--- config.mk ---
export PLATFORM = sky130hd
export DESIGN_NAME = dasg_ctrl
export DESIGN_NICKNAME = d
export VERILOG_FILES = /design/src/dasg_pkg.sv /design/src/dasg_ctrl.sv
export SDC_FILE = /design/constraint.sdc
export NUM_CORES = 1
export LEC_CHECK = 0
export BUFFER_PORTS_ARGS = -buffer_cell sky130_fd_sc_hd__buf_2
export CORE_MARGIN = 5
export CORE_UTILIZATION = 44
export DETAILED_ROUTE_END_ITERATION = 10
export PLACE_DENSITY_LB_ADDON = 0.08
export REMOVE_ABC_BUFFERS = 1
export SYNTH_ARGS = -nofsm -noshare
export SYNTH_HDL_FRONTEND = slang
export SYNTH_SLANG_ARGS = --single-unit
export TNS_END_PERCENT = 5
--- constraint.sdc ---
create_clock -name clk_i -period 1.15 [get_ports clk_i]
set_input_delay 0.23 -clock clk_i [delete_from_list [all_inputs] [get_ports clk_i]]
set_output_delay 0.23 -clock clk_i [all_outputs]
set_load 0.1 [all_outputs]
--- src/dasg_pkg.sv ---
// ----------------------------------------------------------------------------
// dasg_pkg: shared types and constants
// Field widths, op codes, sigmoid table and controller/datapath bundles.
// ----------------------------------------------------------------------------
package dasg_pkg;

  localparam int CHANNELS = 1024;
  localparam int CH_W     = $clog2(CHANNELS);
  localparam int CHAN_W   = 10;
  localparam int VAL_W    = 16;

  localparam logic [VAL_W-1:0] DECAY_RESET = 16'd16384;  // 1.0 in Q2.14
  localparam logic [16:0]      SIG_ONE     = 17'd65536;  // 1.0 in Q0.16

  localparam logic OP_STEP = 1'b0;
  localparam logic OP_LOAD = 1'b1;

  localparam logic [63:0] EXP_HALF_STEP = 64'd4162825044;
  localparam logic [63:0] EXP_STEP      = 64'd4034748383;

  typedef logic [15:0] sig_tbl_t [256];

  typedef struct packed {
    logic            clr_en;
    logic [CH_W-1:0] clr_addr;
    logic            accept;
    logic            mul;
    logic            add;
    logic            sq;
    logic            gate;
    logic            load_out;
  } dasg_cmd_t;

  typedef struct packed {
    logic out_free;
  } dasg_status_t;

  // Shift-subtract divide, elaboration only.
  function automatic logic [63:0] udiv64(input logic [63:0] n, input logic [63:0] d);
    logic [63:0] q;
    logic [63:0] r;
    q = '0;
    r = '0;
    for (int i = 63; i >= 0; i--) begin
      r = {r[62:0], n[i]};
      if (r >= d) begin
        r    = r - d;
        q[i] = 1'b1;
      end
    end
    return q;
  endfunction

  // Midpoint sigmoid over [-8,8), 16 raw Q8.8 steps per entry.
  function automatic sig_tbl_t build_sig_table();
    sig_tbl_t    t;
    logic [63:0] e;
    logic [63:0] den;
    logic [63:0] s;
    logic [63:0] m;
    e = EXP_HALF_STEP;
    for (int k = 0; k < 128; k++) begin
      den        = (64'd1 << 32) + e;
      s          = udiv64((64'd1 << 48) + (den >> 1), den);
      m          = 64'd65536 - s;
      t[128 + k] = s[15:0];
      t[127 - k] = m[15:0];
      e          = (e * EXP_STEP + (64'd1 << 31)) >> 32;
    end
    return t;
  endfunction

  localparam sig_tbl_t SIG_TABLE = build_sig_table();

endpackage

--- src/dasg_ctrl.sv ---
// ----------------------------------------------------------------------------
// dasg_ctrl: sequencer
// Clears the hidden store after reset, then walks one item at a time
// through the datapath steps.
// ----------------------------------------------------------------------------
module dasg_ctrl (
  input  logic                    clk_i,
  input  logic                    rst_ni,
  input  logic                    in_valid_i,
  output logic                    in_ready_o,
  input  dasg_pkg::dasg_status_t  status_i,
  output dasg_pkg::dasg_cmd_t     cmd_o
);
  import dasg_pkg::*;

  typedef enum logic [2:0] {
    ST_CLEAR,
    ST_IDLE,
    ST_MUL,
    ST_ADD,
    ST_SQ,
    ST_GATE,
    ST_DONE
  } state_e;

  state_e          state_q, state_d;
  logic [CH_W-1:0] clr_q, clr_d;

  always_comb begin
    state_d = state_q;
    clr_d   = clr_q;
    cmd_o   = '0;
    case (state_q)
      ST_CLEAR: begin
        cmd_o.clr_en   = 1'b1;
        cmd_o.clr_addr = clr_q;
        clr_d          = clr_q + 1'b1;
        if (clr_q == CH_W'(CHANNELS - 1)) begin
          state_d = ST_IDLE;
        end
      end
      ST_IDLE: begin
        if (in_valid_i) begin
          cmd_o.accept = 1'b1;
          state_d      = ST_MUL;
        end
      end
      ST_MUL: begin
        cmd_o.mul = 1'b1;
        state_d   = ST_ADD;
      end
      ST_ADD: begin
        cmd_o.add = 1'b1;
        state_d   = ST_SQ;
      end
      ST_SQ: begin
        cmd_o.sq = 1'b1;
        state_d  = ST_GATE;
      end
      ST_GATE: begin
        cmd_o.gate = 1'b1;
        state_d    = ST_DONE;
      end
      ST_DONE: begin
        if (status_i.out_free) begin
          cmd_o.load_out = 1'b1;
          state_d        = ST_IDLE;
        end
      end
      default: begin
        state_d = ST_IDLE;
      end
    endcase
  end

  assign in_ready_o = (state_q == ST_IDLE);

  always_ff @(posedge clk_i or negedge rst_ni) begin
    if (!rst_ni) begin
      state_q <= ST_CLEAR;
      clr_q   <= '0;
    end else begin
      state_q <= state_d;
      clr_q   <= clr_d;
    end
  end

endmodule

# Yosys cells after proc, flatten, opt, wreduce, memory -nomap -nowiden
# Index checks and enable logic that the tools add are counted.
# W data, S select, Z words.
# word_totals
ff_bits	13
in_bits	4
output_inout_bits	18
elab_cells	28
# op_classes
n_addsub	1
eq_ne	10
mux	13
reduce_logical	2
# op_table
cell	n
$pmux W3 S7	1
$mux W11	1
$add A10 B1 Y10 const B	1
$eq A10 B10 Y1 const B	1
$eq A3 B3 Y1 const B	3
$mux W3	3
$mux W1	8
$eq A3 B2 Y1 const B	2
$ne A2 B2 Y1 const B	3
$eq A3 B1 Y1 const B	1
$logic_not A3 Y1	1
$reduce_and A3 Y1	1

# Logic depth before layout (Yosys ltp)
# Gate-level depths: netlist of the first run.
# depth
depth_word	3
depth_mapped	4
depth_no_buf	4

# Least setup slack after synthesis of the first run
# No wires, ideal clock.
# synth_timing
kind	reg2out
from	reg state_q[0]
to	out cmd_o[5] (netlist name)
arrival_time_ns	3.628
required_ns	0.920
setup_slack_ns	-2.708
stages_incl_launch_ff	5
n_path_buf	1
cell_sequence	dfrtp_1 buf_6 inv_1 nor3_1 and2_1
# synth_rtl
element	line_no	text
from (decl)	dasg_ctrl.sv:26	state_e state_q, state_d;
from (signal assigned)	dasg_ctrl.sv:83	state_q <= state_d;
to (decl)	dasg_ctrl.sv:12	output dasg_pkg::dasg_cmd_t cmd_o

==> results of run 1 <==
==> state kept, by name (all words and copies together) (netlist names) <==
| register | cells |
|---|---|
| clr_q | 10 |
| state_q | 3 |
==> worst max path at each step <==
stage	startpoint	to	slack, ps
detailed placement	state_q[2]$_DFFE_PN0P_	clr_q[8]$_DFFE_PN0N_	-260
floorplan	state_q[0]$_DFFE_PN0P_	cmd_o[5]	-2780
global placement	state_q[2]$_DFFE_PN0P_	cmd_o[5]	-240
finish	state_q[0]$_DFFE_PN0P_	cmd_o[14]	-570
global route	state_q[0]$_DFFE_PN0P_	cmd_o[14]	-620
CTS	state_q[2]$_DFFE_PN0P_	cmd_o[15]	-550
==> cell families after synthesis <==
family / count (synthesis) / share of synthesized area
adder cells (fa/ha/maj): 1 / 0.0164
AO/OA/AOI/OAI: 8 / 0.0624
buffers and inverters: 5 / 0.0476
multiplexers: 1 / 0.0148
flip-flops: 13 / 0.427
XOR/XNOR: 9 / 0.103
AND/OR/NAND/NOR: 36 / 0.328
==> worst max-delay path: stages, from the launching register on <==
cell and delay [ps]:
dfrtp_2 460, nor3_4 240, buf_12 160, and2_1 170, buf_12 180
==> per-layer routing <==
layer	track usage	routed length, microns	vias to the layer above
li1	-	-	352
met1	0.215	904	357
met2	0.322	1030	12
met3	0.0287	57	4
met5	0	0	-
met4	0.0655	31	0
==> Yosys cell counts <==
cell	count	area, sq um
and2_1	11	68.8
a21o_1	1	7.51
nor2_1	1	3.75
xnor2_1	8	70.1
or3b_1	1	8.76
nor2b_1	1	6.26
nand2_1	4	15.0
o21ai_0	4	20.0
nand3_1	1	5.00
and3_1	3	18.8
o211ai_1	2	15.0
buf_2	2	10.0
nor3_4	1	16.3
inv_1	1	3.75
nor3b_1	3	22.5
dfrtp_1	13	325
xor2_1	1	8.76
nor4b_4	1	23.8
nand4_1	6	37.5
buf_6	2	22.5
and4b_1	1	10.0
nor3_1	1	5.00
a21oi_1	1	5.00
ha_1	1	12.5
mux2_2	1	11.3
and4_1	1	8.76
==> metrics by stage <==
stage	util	instances	instance area [sq um]	hold WS (ps)	setup WS, ps
2_1_floorplan	-	69	729	-65.6	-2780
5_1_grt	0.847	136	1430	338	-621
3_3_place_gp	0.772	129	1300	126	-244
4_1_cts	0.820	135	1390	334	-549
6_report	0.847	136	1430	337	-567
3_5_place_dp	0.772	129	1300	132	-257
==> repair_timing <==
action,4_1_cts,5_1_grt
setup endpoints to repair,28,29
setup buffers,1,1
hold buffers,1,0
hold endpoints to repair,13,0
resized for setup,10,12
cloned,0,0
pin swaps,4,9
==> area by class of cell <==
type | instances | area, sq um
Clock buffer | 4 | 26.3
Fill cell | 99 | 259
Inverter | 1 | 3.75
Multi-Input combinational cell | 55 | 454
Sequential cell | 13 | 328
Tap cell | 17 | 21.3
Timing Repair Buffer | 46 | 597
==> impl_results.md, run 1 <==
* Post-Route WL at roughly 2 mm
* Minimum clock period at ~1700 ps
* Full die area at between 2000 and 3000 sq um
* Initial Util at 0.451
* I/O Pins at 22
* Average size of a mapped cell at approximately 10 sq um
* GR Util All Layers at 0.180
* Wire per inst at 14.9 microns
* Antenna-violating nets left at 0
* Reg2reg setup slack at -310 ps
* CP arrival at ~1500 ps
* Hold WC Path Type: in2reg
* RSZ-0062 raised after global routing: yes
* CP Launch Type: flip-flop
* CP Capture Type: primary output
* Seq/Total Area, Yosys at 0.427
* H-tree Lvls at 1
* Std cell rows at 15
* Core footprint at between 1500 and 2000 sq um
* Number of port buffers at 21
* Largest net degree at the start of global routing at 16
* Slew @ Worst Pin at 309 ps
* Total clock sinks at 13
* Iteration count of the initial detailed-routing pass at 4
* R2r worst-path depth at 5
* Via density at roughly 5.3
* Fin worst setup slack at -567 ps
* Leading cell types in the layout, fill and taps excluded: buf_12 (19), buf_4 (18), dfrtp_1 (11)
* Clock Path Buffers at 2
* Initial antenna violation count at 0
* Leading cell type in the layout, fill and taps excluded: buf_12
* CTS tree: done
* Grt ovf at 0
* Seq cells post-synth at 13
* Post-synth cell types at 26
* Mapped Cells at 73
* Critical path class: reg2out
* Worst Skew at about 5.5 ps
* CTS buffer count at 3
* Netlist Area Pre-Place at about 760 sq um
* Fmax at approximately 600 MHz
* CP required at around 920 ps
* Final hold vios at 0
* Max_cap viols at 0
* # setup viols final at 29
* Nets at 125
* Number of global-route vias before repair at ~780
* Reg-to-Reg Start: state_q[0]$_DFFE_PN0P_
* Root Driver: clkbuf_4
* Yosys Warn Count at 0
* Share of cells above drive strength 1 at 0.555
* First-pass GRT wire length at 3.57 mm
* DRC at 0
* Worst hold endpoint: state_q[1]$_DFFE_PN0P_
* Clock transition at path regs at 80 ps
* Die X at approximately 52 microns
* Die Ht at a little over 50 microns
* Failing checks: negative setup slack
* Setup TNS at -10980 ps
* Hold path cells at 3
* Vias at 725
* Status: finished, violations left
* Clk_lat worst skew at roughly 280 ps
* Post-DP HPWL at 1.50 mm
* ANT cells at 0
* Area Overhead vs Synth at 87.7%
* Placer Congestion at 0.784
* DRT iter0 DRCs at 10
* Worst slew margin at 0.793
* Critical R2R Capture: clr_q[8]$_DFFE_PN0N_
* Fin crit share at 1.49
* Crit path max fanout at 14
* Max Slew Vio Count at 0
* Min-delay src: in_valid_i
Power of run 1 is left out: the tool's default activity adds up to more than one toggle a clock period on the data nets, which glitch-free logic cannot reach.
==> run 2: changes to the inputs <==
Settings changed: BUFFER_PORTS_ARGS -buffer_cell sky130_fd_sc_hd__buf_2 to -buffer_cell sky130_fd_sc_hd__buf_4, SETUP_SLACK_MARGIN set to 0.02.
==> run 2 against run 1 <==
The run still ends with negative setup slack left. Count of clock-buffer cells in the layout unchanged. Die area did not move. Critical path depth down 1. Maximum frequency grew 0.23%. Flip-flop and latch count unchanged. Critical endpoint is now cmd_o[8]. Largest cell class unchanged. Highest routed layer unchanged.
==> impl_results.md, run 2 (synthesis results as in run 1) <==
* Core footprint at 1690 sq um (unchanged)
* R2r worst-path depth at 5 (unchanged)
* Max reg flops at 10 (unchanged)
* Fin worst setup slack at -563 ps (was -567 ps)
* I/O Pins at 22 (unchanged)
* First-pass GRT wire length at 3.39 mm (was 3.57 mm)
* Share of cells above drive strength 1 at 0.550 (was 0.555)
* Std cell rows at 15 (unchanged)
* Via density at 5.46 (was 5.33)
* Number of port buffers at 21 (unchanged)
* DRC at 0 (unchanged)
* CTS tree: done (unchanged)
* Final core utilization at 0.810 (was 0.847)
* Final hold vios at 0 (unchanged)
* ANT cells at 0 (unchanged)
* DRT iter0 DRCs at 10 (unchanged)
* Leading cell type in the layout, fill and taps excluded: buf_12 (unchanged)
* Initial Util at 0.451 (unchanged)
* Worst Skew at 2.89 ps (was 5.53 ps)
* Area of the multi-input gates at 470 sq um (was 454 sq um)
* Die X at 51.6 microns (unchanged)
* Clock transition at path regs at 90 ps (was 80 ps)
* CP Launch Type: flip-flop (unchanged)
* RSZ-0062 raised after global routing: yes (unchanged)
* # setup viols final at 30 (was 29)
* Root Driver: clkbuf_4 (unchanged)
* Cell count after placement at 119 (was 129)
* Minimum clock period at 1710 ps (was 1720 ps)
* Crit path launch: state_q[1]$_DFFE_PN0P_ (was state_q[0]$_DFFE_PN0P_)
* Antenna-violating nets left at 0 (unchanged)
* CTS buffer count at 3 (unchanged)
* Top flop regs: clr_q (10), state_q (3) (unchanged)
* Clock Path Buffers at 2 (unchanged)
* Total clock sinks at 13 (unchanged)
* Fin crit share at 1.49 (about the same)
* Iteration count of the initial detailed-routing pass at 4 (unchanged)
* Fmax at 584 MHz (was 583 MHz)
* Initial antenna violation count at 0 (unchanged)
* Critical Path End: cmd_o[8] (was cmd_o[14])
* Post-Route WL at 1.97 mm (was 2.02 mm)
* Status: finished, violations left (unchanged)
* Reg2reg setup slack at -350 ps (was -310 ps)
* Full die area at 2660 sq um (unchanged)
* Max_cap viols at 0 (unchanged)
* Critical R2R Capture: state_q[0]$_DFFE_PN0P_ (was clr_q[8]$_DFFE_PN0N_)
* Die Ht at 51.6 microns (unchanged)
* CP arrival at 1480 ps (was 1490 ps)
* Slew @ Worst Pin at 277 ps (was 309 ps)
* Post-DP HPWL at 1.27 mm (was 1.50 mm)
* Failing checks: negative setup slack (unchanged)
* Area Overhead vs Synth at 79.6% (was 87.7%)
* Clk_lat worst skew at 290 ps (was 280 ps)
* Wire per inst at 15.6 microns (was 14.9 microns)
* Critical path class: reg2out (unchanged)
* Grt ovf at 0 (unchanged)
* WHS at 239 ps (was 337 ps)
* Nets at 115 (was 125)
* Leading cell types in the layout, fill and taps excluded: buf_12 (15), buf_4 (11), and2_4 (10), dfrtp_1 (10) (was buf_12 (19), buf_4 (18), dfrtp_1 (11))
* Number of global-route vias before repair at 704 (was 783)
* Placer Congestion at 0.753 (was 0.784)
* Fin cells at 126 (was 136)
* Max Slew Vio Count at 0 (unchanged)
* CP required at 920 ps (about the same)
* Reg-to-Reg Start: state_q[1]$_DFFE_PN0P_ (was state_q[0]$_DFFE_PN0P_)
* GR Util All Layers at 0.176 (was 0.180)
* Worst slew margin at 0.815 (was 0.793)
* Hold WC Path Type: in2reg (unchanged)
* Fillers at 96 (was 99)
* Largest net degree at the start of global routing at 16 (unchanged)
* Biggest register: clr_q (unchanged)
* CP Capture Type: primary output (unchanged)
* Crit path max fanout at 5 (was 14)
* Vias at 688 (was 725)
* Register cell area after layout at 329 sq um (was 328 sq um)
* H-tree Lvls at 1 (unchanged)
==> run 2: critical path: stages, from the launching register on <==
cell	delay (ps)
dfrtp_2	460
buf_12	150
nor4b_4	310
buf_6	270
==> run 2: repair_timing <==
action,CTS,global route
hold buffers,1,0
setup buffers,1,0
gates resized for setup,57,13
endpoints found under the hold margin,13,0
gates cloned,1,0
pin swaps,5,4
endpoints found under the setup margin,28,31
==> run 2: through the flow <==
step	TNS [ps]	worst slack [ps]	area (sq um)
after floorplan	-38130	-2780	729
after global placement	-5110	-295	1020
after detailed placement	-5380	-339	1020
after CTS	-10640	-564	1310
after global routing	-13050	-643	1370
final	-11040	-563	1370
==> run 2: worst min-delay path by stage <==
stage                             end      from  cells after the start
6_report       state_q[1]$_DFFE_PN0P_  status_i                      4
2_1_floorplan    clr_q[0]$_DFFE_PN0N_    rst_ni                      0
4_1_cts        state_q[1]$_DFFE_PN0P_  status_i                      4
3_3_place_gp     clr_q[8]$_DFFE_PN0N_    rst_ni                      1
5_1_grt        state_q[1]$_DFFE_PN0P_  status_i                      4
3_5_place_dp     clr_q[8]$_DFFE_PN0N_    rst_ni                      1
==> run 2: area by class of cell <==
type,count,share of cell area
multi-input combinational,55,0.344
clock buffer,4,0.0192
inverter,1,0.00274
timing repair buffer,36,0.378
tap,17,0.0155
sequential,13,0.240
==> run 2: per-layer routing <==
metal | share of wire | GRT usage | up-vias
met5 | 0 | 0 | -
met4 | 0.0086 | 0.0524 | 0
met3 | 0.038 | 0.0602 | 2
met2 | 0.52 | 0.288 | 14
met1 | 0.43 | 0.218 | 341
li1 | - | - | 331
Power of run 2 is left out for the same reason.
